**src/tth_pkg.sv**
```systemverilog
`timescale 1ns / 1ps
`default_nettype none

package tth_pkg;

  localparam logic OP_PUSH  = 1'b0;
  localparam logic OP_DRAIN = 1'b1;

  localparam int CFG_IDX_W  = 2;
  localparam int CFG_DATA_W = 16;

  localparam logic [CFG_IDX_W-1:0] REG_IMAGE_WIDTH   = 2'd0;
  localparam logic [CFG_IDX_W-1:0] REG_IMAGE_HEIGHT  = 2'd1;
  localparam logic [CFG_IDX_W-1:0] REG_SHADE_ENABLE  = 2'd2;
  localparam logic [CFG_IDX_W-1:0] REG_ELEVATION_MAX = 2'd3;

  localparam int IMG_W_W  = 11;
  localparam int IMG_H_W  = 16;
  localparam int EMAX_W   = 15;

  localparam int DIV_N     = 42;
  localparam int DIV_D     = 25;
  localparam int DIV_CNT_W = $clog2(DIV_N + 1);

  localparam int SQ_IN_W    = 50;
  localparam int SQ_OUT_W   = 25;
  localparam int SQ_CNT_W   = $clog2(SQ_OUT_W + 1);

  typedef struct packed {
    logic               opcode;
    logic signed [15:0] elevation;
  } pix_in_t;

  typedef struct packed {
    logic [7:0] red;
    logic [7:0] green;
    logic [7:0] blue;
    logic       last;
  } pix_out_t;

endpackage

`default_nettype wire

```
**src/tth_isqrt.sv**
```systemverilog
`timescale 1ns / 1ps
`default_nettype none

module tth_isqrt
  import tth_pkg::*;
(
  input  wire logic                clk_i,
  input  wire logic                rst_ni,
  input  wire logic                start_i,
  input  wire logic [SQ_IN_W-1:0]  radicand_i,
  output logic                     done_o,
  output logic [SQ_OUT_W-1:0]      root_o
);

  logic                 busy_q;
  logic                 done_q;
  logic [SQ_CNT_W-1:0]  cnt_q;
  logic [SQ_IN_W-1:0]   x_q;
  logic [SQ_OUT_W+1:0]  rem_q;
  logic [SQ_OUT_W-1:0]  root_q;

  logic [SQ_OUT_W+3:0] shifted;
  logic [SQ_OUT_W+3:0] trial;
  logic [SQ_OUT_W+3:0] diff;
  logic                ge;

  assign shifted = {rem_q, x_q[SQ_IN_W-1 -: 2]};
  assign trial   = {2'b00, root_q, 2'b01};
  assign ge      = shifted >= trial;
  assign diff    = shifted - trial;

  always_ff @(posedge clk_i or negedge rst_ni) begin
    if (!rst_ni) begin
      busy_q <= 1'b0;
      done_q <= 1'b0;
      cnt_q  <= '0;
    end else if (start_i) begin
      busy_q <= 1'b1;
      done_q <= 1'b0;
      cnt_q  <= '0;
    end else if (busy_q) begin
      cnt_q <= cnt_q + SQ_CNT_W'(1);
      if (cnt_q == SQ_CNT_W'(SQ_OUT_W - 1)) begin
        busy_q <= 1'b0;
        done_q <= 1'b1;
      end
    end else begin
      done_q <= 1'b0;
    end
  end

  always_ff @(posedge clk_i) begin
    if (start_i) begin
      x_q    <= radicand_i;
      rem_q  <= '0;
      root_q <= '0;
    end else if (busy_q) begin
      x_q    <= {x_q[SQ_IN_W-3:0], 2'b00};
      rem_q  <= ge ? diff[SQ_OUT_W+1:0] : shifted[SQ_OUT_W+1:0];
      root_q <= {root_q[SQ_OUT_W-2:0], ge};
    end
  end

  assign done_o = done_q;
  assign root_o = root_q;

endmodule

`default_nettype wire

```
**config.mk**
```make
export PLATFORM = sky130hd
export DESIGN_NAME = tth_isqrt
export DESIGN_NICKNAME = d
export VERILOG_FILES = /design/src/tth_pkg.sv /design/src/tth_isqrt.sv
export SDC_FILE = /design/constraint.sdc
export NUM_CORES = 1
export LEC_CHECK = 0
export BUFFER_PORTS_ARGS = -buffer_cell sky130_fd_sc_hd__buf_2
export CAP_MARGIN = 10
export CORE_ASPECT_RATIO = 1.1
export CORE_UTILIZATION = 53
export DETAILED_ROUTE_END_ITERATION = 8
export GPL_TIMING_DRIVEN = 0
export HOLD_SLACK_MARGIN = 0.08
export PLACE_DENSITY = 0.82
export SLEW_MARGIN = 0
export SYNTH_ARGS = -nofsm -noshare
export SYNTH_HDL_FRONTEND = slang
export SYNTH_SLANG_ARGS = --single-unit
```
**constraint.sdc**
```tcl
create_clock -name clk_i -period 2.28 [get_ports clk_i]
set_input_delay 0.228 -clock clk_i [delete_from_list [all_inputs] [get_ports clk_i]]
set_output_delay 0.228 -clock clk_i [all_outputs]
set_load 0.03 [all_outputs]
```
==> results_dict.tcl <==
set metrics [dict create \
    grt_pass1_vias 4831 \
    antenna_cells 0 \
    clk_path_buf_depth 2 \
    cp_slowest_cell "dfxtp_4" \
    dp_hpwl_mm 9.81 \
    grt_first_pass_wirelength_mm 22.6 \
    portBuffers 78 \
    worstSkewPairLatency_ps 360 \
    antenna_found_initial 0 \
    overflow 0 \
    core_area_um2 11000 \
    worstSetupEndpointType "flip-flop" \
    failed_checks "negative setup slack" \
    worst_slew_pin_slew_ps 857 \
    crit_path_max_incr_delay_ps 350 \
    finalCriticalPeriod_ps 2630 \
    power_switching_share 0.382 \
    syn2layout_area_growth_pct 26.4 \
    cts.sink_count 109 \
    h-tree-depth 3 \
    fin_skew_ps 4.14 \
    ys_warn_count 0 \
    clkPwrFrac 0.149 \
    power_density_nw_per_um2 1340 \
    min_path_type "in -> reg" \
    track_usage 0.251 \
    dieArea_um2 11700 \
    seqPwrFrac 0.255 \
    drt_wl_total_mm 14.5 \
    irDropWorstVdd_mv 0.594 \
    ys_seq_area_frac 0.453 \
    synth.ff_latch_count 109 \
    postRouteAntennaNets 0 \
    total_power_w 0.0102 \
    layout-drive-gt1-share 0.372 \
    relSlewSlack 0.428 \
    pwr-share-comb 0.596 \
    fin_area_um2 7580 \
    max-cap-violations 0 \
    fillers 746 \
    placed_cell_area_um2 6820 \
    nets 770 \
    synth_edf_count 50 \
    syn_inst 568 \
    die_y_um 114 \
    setup_slack_ps -351 \
    setup_viol 28 \
    yosys.cell_types.count 57 \
    fin_crit_sh 1.15 \
    finalWeightedCongestion 0.923 \
    initial_utilization 0.547 \
    synth_async_sr_flop_share 0.0642 \
    vias 4856 \
    switching_power_w 0.00389 \
    vias_per_cell 5.78 \
    grt_max_degree 37 \
    worstPathRequired_ps 2500 \
    detail_route.iter0.violations 287 \
    final_max_slew_viol_count 0 \
    avgSynthCellArea_um2 10.6 \
    cp_max_fo 7 \
    crit_type "reg -> reg" \
    start_kind "flip-flop" \
    post_drt_wl_per_cell_um 17.2 \
    cts-root-buf "clkbuf_16" \
    die-width_um 103 \
    drc 0 \
    rsz0062_at_grt "yes" \
    internal_power_w 0.00629 \
    num_rows 40 \
    first_pass_iters 5 \
    crit_arrival_ps 2850 \
    path_cells "inv_2, ha_4, o211ai_1, a21o_1, a21oi_2, o211a_4, o21ai_4, a21oi_4, buf_12, buf_16, mux2i_1, o21ai_1" \
    final_util 0.692 \
    max_freq_mhz 380 \
    p_leak_nw 3.29 \
    clk_pin_slew_ps 70 \
    status "finished with violations" \
    syn_area_um2 6000 \
    pin_count 79 \
    syn_nets 650 \
    ys.flop_type "dfxtp_1" \
    cts_tree "done" \
    hold_violations 0 \
    cts_inserted_buffers 9 \
]
## cells in the final DEF (no fill, tap or decap), types with 10 or more instances in the layout
cell       n
dfxtp_1   30
o21ai_1   10
a21o_1    12
buf_4     26
mux2i_1   41
mux2_2    48
a21oi_1   15
ha_1      13
edfxtp_1  50
nand2_1   29
ha_4      16
inv_1     31
dfxtp_2   10
clkbuf_1  16
xnor2_1   15
nor2_1    58
dfxtp_4   12
buf_2     79
## cells by family after synthesis
logic type,share of synthesized area
AND/OR/NAND/NOR,0.108
multiplexers,0.170
buffers and inverters,0.0451
flip-flops,0.453
adder cells (fa/ha/maj),0.0605
XOR/XNOR,0.0350
AO/OA/AOI/OAI,0.128
## critical path: cells and delay by family (launching register included)
| kind | cells | cell delay [ps] |
|---|---|---|
| AO/OA/AOI/OAI | 7 | 1270 |
| adder cells (fa/ha/maj) | 1 | 280 |
| buffers and inverters | 3 | 310 |
| flip-flops | 1 | 350 |
| multiplexers | 1 | 260 |
## worst paths after layout
path	end	slack [ps]	start	depth (start not counted)
max	rem_q[2]	-350	root_o[0]	12
min	x_q[1]	150	radicand_i[1]	2
max reg2reg	rem_q[2]	-350	root_o[0]	12
min reg2reg	rem_q[21]	500	rem_q[21]	2
max in group asynchronous	cnt_q[3]	1910	rst_ni	2
min in group asynchronous	cnt_q[0]	220	rst_ni	2
## state kept, by name, indices dropped and copies added (netlist names)
signal and cells:
rem_q 27, cnt_q 5, x_q 50, done_o 1
busy_q 1, root_o 25
## metrics by stage
stage               setup WS (ps)  std cells  TNS [ps]  hold slack (ps)
finish                       -351        840     -5570              152
global route                 -413        840     -8360              150
CTS                          -245        831     -8780              146
global placement             -778        793    -46540             61.3
detailed placement           -372        794    -11960             66.3
floorplan                   -89.6        568     -1530            -67.6
## routing by layer
metal	vias to the layer above	routed length, um	part of all wire	GRT usage
li1	2299	-	-	-
met1	2349	5900	0.41	0.292
met2	157	7210	0.50	0.431
met3	51	766	0.053	0.0564
met4	0	577	0.040	0.122
met5	-	0	0	0
## what timing repair did
action                                  CTS  global route
hold buffers                              1             0
gates cloned                              1             0
endpoints found under the setup margin   64            78
buffers inserted                         19             9
pin swaps                                12             5
hold endpoints to repair                  7             0
gates resized for setup                  24            16
## cell type report
class | count | area, um2 | share of cell area
Clock buffer | 10 | 229 | 0.0302
Buffer | 25 | 128 | 0.0168
Timing Repair Buffer | 109 | 687 | 0.0906
Sequential cell | 109 | 2780 | 0.366
Inverter | 40 | 150 | 0.0198
Clock inverter | 6 | 55.1 | 0.00726
Tap cell | 147 | 184 | 0.0242
Multi-Input combinational cell | 394 | 3380 | 0.445
## cells in the mapped netlist, types with 8 or more instances
| library cell | number | area (um2) |
|---|---|---|
| a21oi_1 | 20 | 100 |
| a21o_1 | 12 | 90.1 |
| xnor2_1 | 16 | 140 |
| clkbuf_1 | 16 | 60.1 |
| nor2_1 | 59 | 221 |
| inv_1 | 39 | 146 |
| xor2_1 | 8 | 70.1 |
| mux2i_1 | 47 | 470 |
| a211oi_1 | 11 | 82.6 |
| mux2_2 | 48 | 541 |
| dfxtp_1 | 52 | 1040 |
| nand2_1 | 29 | 109 |
| edfxtp_1 | 50 | 1500 |
| o21ai_1 | 8 | 40.0 |
| nand3_1 | 11 | 55.1 |
| ha_1 | 29 | 363 |
## power groups by stage
stage / clock network, W / registers (W) / logic [W]
floorplan: 0 / 0.00259 / 0.00369
global placement: 0 / 0.00260 / 0.00440
detailed placement: 0 / 0.00261 / 0.00454
CTS: 0.00155 / 0.00258 / 0.00549
global route: 0.00160 / 0.00263 / 0.00650
finish: 0.00152 / 0.00259 / 0.00607
No activity file was read; power rests on OpenSTA's default activity.
