$ cat src/tth_pkg.sv
`timescale 1ns / 1ps
`default_nettype none

package tth_pkg;

  localparam logic OP_PUSH  = 1'b0;
  localparam logic OP_DRAIN = 1'b1;

  localparam int CFG_IDX_W  = 2;
  localparam int CFG_DATA_W = 16;

  localparam logic [CFG_IDX_W-1:0] REG_IMAGE_WIDTH   = 2'd0;
  localparam logic [CFG_IDX_W-1:0] REG_IMAGE_HEIGHT  = 2'd1;
  localparam logic [CFG_IDX_W-1:0] REG_SHADE_ENABLE  = 2'd2;
  localparam logic [CFG_IDX_W-1:0] REG_ELEVATION_MAX = 2'd3;

  localparam int IMG_W_W  = 11;
  localparam int IMG_H_W  = 16;
  localparam int EMAX_W   = 15;

  localparam int DIV_N     = 42;
  localparam int DIV_D     = 25;
  localparam int DIV_CNT_W = $clog2(DIV_N + 1);

  localparam int SQ_IN_W    = 50;
  localparam int SQ_OUT_W   = 25;
  localparam int SQ_CNT_W   = $clog2(SQ_OUT_W + 1);

  typedef struct packed {
    logic               opcode;
    logic signed [15:0] elevation;
  } pix_in_t;

  typedef struct packed {
    logic [7:0] red;
    logic [7:0] green;
    logic [7:0] blue;
    logic       last;
  } pix_out_t;

endpackage

`default_nettype wire

$ cat src/tth_div.sv
`timescale 1ns / 1ps
`default_nettype none

module tth_div
  import tth_pkg::*;
(
  input  wire logic             clk_i,
  input  wire logic             rst_ni,
  input  wire logic             start_i,
  input  wire logic [DIV_N-1:0] dividend_i,
  input  wire logic [DIV_D-1:0] divisor_i,
  output logic                  done_o,
  output logic [DIV_N-1:0]      quotient_o
);

  logic                 busy_q;
  logic                 done_q;
  logic [DIV_CNT_W-1:0] cnt_q;
  logic [DIV_D-1:0]     rem_q;
  logic [DIV_N-1:0]     quo_q;
  logic [DIV_D-1:0]     dsr_q;

  logic [DIV_D:0] shifted;
  logic [DIV_D:0] diff;
  logic           ge;

  assign shifted = {rem_q, quo_q[DIV_N-1]};
  assign ge      = shifted >= {1'b0, dsr_q};
  assign diff    = shifted - {1'b0, dsr_q};

  always_ff @(posedge clk_i or negedge rst_ni) begin
    if (!rst_ni) begin
      busy_q <= 1'b0;
      done_q <= 1'b0;
      cnt_q  <= '0;
    end else if (start_i) begin
      busy_q <= 1'b1;
      done_q <= 1'b0;
      cnt_q  <= '0;
    end else if (busy_q) begin
      cnt_q <= cnt_q + DIV_CNT_W'(1);
      if (cnt_q == DIV_CNT_W'(DIV_N - 1)) begin
        busy_q <= 1'b0;
        done_q <= 1'b1;
      end
    end else begin
      done_q <= 1'b0;
    end
  end

  always_ff @(posedge clk_i) begin
    if (start_i) begin
      rem_q <= '0;
      quo_q <= dividend_i;
      dsr_q <= divisor_i;
    end else if (busy_q) begin
      rem_q <= ge ? diff[DIV_D-1:0] : shifted[DIV_D-1:0];
      quo_q <= {quo_q[DIV_N-2:0], ge};
    end
  end

  assign done_o     = done_q;
  assign quotient_o = quo_q;

endmodule

`default_nettype wire

$ cat config.mk
export PLATFORM = sky130hd
export DESIGN_NAME = tth_div
export DESIGN_NICKNAME = d
export VERILOG_FILES = /design/src/tth_pkg.sv /design/src/tth_div.sv
export SDC_FILE = /design/constraint.sdc
export NUM_CORES = 1
export LEC_CHECK = 0
export ABC_AREA = 1
export BUFFER_PORTS_ARGS = -buffer_cell sky130_fd_sc_hd__buf_4
export CORE_MARGIN = 2
export CORE_UTILIZATION = 61
export CTS_CLUSTER_DIAMETER = 80
export CTS_CLUSTER_SIZE = 24
export DETAILED_ROUTE_END_ITERATION = 10
export GPL_TIMING_DRIVEN = 1
export PLACE_DENSITY = 0.86
export SYNTH_ARGS = -nofsm -noshare
export SYNTH_HDL_FRONTEND = slang
export SYNTH_SLANG_ARGS = --single-unit
$ cat constraint.sdc
create_clock -name clk_i -period 5.35 [get_ports clk_i]
set_clock_uncertainty 0.2 [all_clocks]
set_input_delay 0.535 -clock clk_i [delete_from_list [all_inputs] [get_ports clk_i]]
set_output_delay 0.535 -clock clk_i [all_outputs]
set_load 0.02 [all_outputs]
==> impl_metrics.env <==
export IMPL_min_period_ns=2.66
export IMPL_drt_initial_drc_count=318
export IMPL_nNetsFinal=1039
export IMPL_postSynthAreaPerCell_um2=7.37
export IMPL_clkTransAtPathRegs_ns=0.11
export IMPL_setup_worst_path_class="register to register"
export IMPL_rsz0062_at_grt="false"
export IMPL_worst_r2r_cell_count=11
export IMPL_drt_pass1_iterations=5
export IMPL_synth_mux_area_share_pct=0
export IMPL_grt_ovfl_total=0
export IMPL_p_sw_mw=1.17
export IMPL_grt_util_met1_pct=34.6
export IMPL_cp_data_required_time_ns=5.45
export IMPL_synth_xor_area_share_pct=1.28
export IMPL_drive_gt1_share_pct=16.5
export IMPL_swShare_pct=41.7
export IMPL_hold_path_class="input port to register"
export IMPL_yosysMostFrequentCell="nand2_1"
export IMPL_ys_async_sr_fraction_pct=8.00
export IMPL_numCtsBuffers=9
export IMPL_die_area_um2=10900
export IMPL_grt_busiest_layer="met2"
export IMPL_grt_usage_pct=27.6
export IMPL_drcViolationCount=0
export IMPL_dpl_cell_count=1062
export IMPL_root_buffer="clkbuf_8"
export IMPL_worstSetupStartpointType="register"
export IMPL_cp_arrival_ns=2.76
export IMPL_final_util_pct=74.5
export IMPL_yosysTopAreaCell="edfxtp_1"
export IMPL_worst_slew_pin_slew_ns=1.10
export IMPL_dpl_cell_area_um2=7060
export IMPL_min_path_cells=1
export IMPL_grt_first_pass_wirelength_um=24600
export IMPL_fill_cells=775
export IMPL_clock_latency_ns=0.38
export IMPL_yosys_most_used_dff="edfxtp_1"
export IMPL_dp_hpwl_um=10500
export IMPL_syn_area_um2=6150
export IMPL_h_tree_depth=3
export IMPL_setup_tns_final_ns=0
export IMPL_yosysWarnings=0
export IMPL_dpl_worst_slack_ns=2.42
export IMPL_synth_edf_count=67
export IMPL_cts_tree="built"
export IMPL_seq_power_share_pct=36.5
export IMPL_setup_violations=0
export IMPL_ant_nets=0
export IMPL_vias=5580
export IMPL_start_util_pct=62.9
export IMPL_irDropWorstVdd_v=0.000244
export IMPL_yosysUniqueCellTypes=38
export IMPL_synth_area_leaders="edfxtp_1 33%, nand2_1 22%, inv_1 8.3%"
export IMPL_grt_max_degree=70
export IMPL_syn_nets=933
export IMPL_end_kind="register"
export IMPL_p_leak_nw=3.89
export IMPL_pin_count=113
export IMPL_ys_ff_latch=100
export IMPL_grt_pass1_vias=5522
export IMPL_max_slew_margin_pct=26.3
export IMPL_drv_slew=0
export IMPL_cellPowerDensity_nw_per_um2=385
export IMPL_power_mw=2.80
export IMPL_die_x_um=104
export IMPL_die_h_um=104
export IMPL_seqCellArea_um2=2710
export IMPL_grtUsageMet2_pct=47.6
export IMPL_synth_top_family_by_area="simple AND/OR/NAND/NOR gates"
export IMPL_clkPwrFrac_pct=18.4
export IMPL_synth_top_area_share_pct=32.7
export IMPL_gp_congestion=0.959
export IMPL_outcome="finished, final reports clean"
export IMPL_synth_fa_ha_area_share_pct=5.82
export IMPL_post_route_period_util_pct=49.7
export IMPL_routed_wl_um=14500
export IMPL_met3_usage_pct=6.14
export IMPL_synthesis_instances=835
export IMPL_drv_cap=0
export IMPL_clock_sinks=100
export IMPL_cts_buffer_depth=2
export IMPL_instances_no_fill=1079
export IMPL_design_core_area_um2=9770
export IMPL_synthTopCellsByCount="355 x nand2_1, 136 x inv_1, 67 x edfxtp_1"
export IMPL_multi_input_area_um2=2800
export IMPL_area_growth_synth_to_final_pct=18.3
export IMPL_p_int_mw=1.64
export IMPL_synth_compound_area_share_pct=3.93
export IMPL_share_comb_of_total_power_pct=45.1
export IMPL_io_buffers=112
export IMPL_drt_wirelength_per_cell_um=13.4
export IMPL_ys_seq_area_share_pct=44.1
export IMPL_hold_viol_final=0
export IMPL_crit_path_max_fanout=28
export IMPL_setup_slack_ns=2.69
export IMPL_antenna_diode_count=0
export IMPL_num_rows=36
export IMPL_max_freq_ghz=0.376
export IMPL_antenna_found_initial=0
export IMPL_synth_simple_area_share_pct=34.6
export IMPL_viasPerCell=5.17
export IMPL_hold_worst_slack_ns=0.119
export IMPL_fin_area_um2=7280
-- path summary, 6_finish.rpt --
path,from,endpoint,slack (ns)
worst min register to register,rem_q[11],rem_q[11],0.27
worst min-delay path,divisor_i[6],dsr_q[6],0.12
min in group asynchronous,rst_ni,cnt_q[2],0.29
worst max-delay path,quotient_o[41],rem_q[14],2.69
worst max register to register,quotient_o[41],rem_q[14],2.69
max in group asynchronous,rst_ni,cnt_q[0],4.53
-- final cells by class --
class | instances | area share, %
Timing Repair Buffer | 115 | 11.9
Multi-Input combinational cell | 576 | 38.5
Sequential cell | 100 | 37.3
Inverter | 139 | 7.17
Clock buffer | 9 | 1.70
Clock inverter | 7 | 1.17
Tap cell | 133 | 2.29
-- cell usage in the layout (no fill, tap or decap), drive strengths merged --
cell type      n
nand3         67
clkinv         4
nand3b        10
xnor2          9
dfxtp         25
dlygate4sd3    1
dfrtp          8
o21ai         16
edfxtp        67
nor2          42
ha            27
buf          114
nor3           6
nand2        363
o21bai         4
nor4           1
inv          141
a31oi          1
a21oi         20
o22ai          1
nand4          8
clkbuf         9
bufinv         1
fa             1
-- flip-flops by register name (all words and copies together), names as in the netlist --
name / cells
dsr_q: 25
cnt_q: 6
rem_q: 25
busy_q: 1
quotient_o: 42
done_o: 1
-- power by group through the flow --
| stage | Combinational (mW) | Clock (mW) | Sequential [mW] |
|---|---|---|---|
| global placement | 1.21 | 0 | 1.04 |
| floorplan | 0.930 | 0 | 1.06 |
| CTS | 1.25 | 0.522 | 1.02 |
| detailed placement | 1.24 | 0 | 1.04 |
| global route | 1.43 | 0.549 | 1.04 |
| finish | 1.26 | 0.516 | 1.02 |
-- cell families after synthesis --
group	Yosys count
buf+inv	159
simple gates	497
flops	100
xor+xnor	9
fa+ha+maj	28
compound gates	42
-- timing repair --
| item | 4_1_cts | 5_1_grt |
|---|---|---|
| endpoints found under the setup margin | 0 | 0 |
| endpoints found under the hold margin | 8 | 0 |
| setup buffers | 0 | 0 |
| hold buffers | 1 | 0 |
| resized for setup | 0 | 0 |
-- critical path, cell delays in order (launching register included) --
cell      delay, ns
edfxtp_1       0.40
inv_1          0.14
ha_1           0.16
inv_1          0.08
fa_1           0.44
nand3_1        0.13
nand3_2        0.15
nand3b_4       0.38
nand2_8        0.20
nand2_1        0.11
nand3_1        0.08
o21ai_1        0.11
-- routing by layer --
layer,up-vias,wire length (µm)
met5,-,0
met4,0,238
met3,23,1170
met2,239,7120
met1,2500,5950
li1,2818,-
Power figures use the tool's default switching activity.
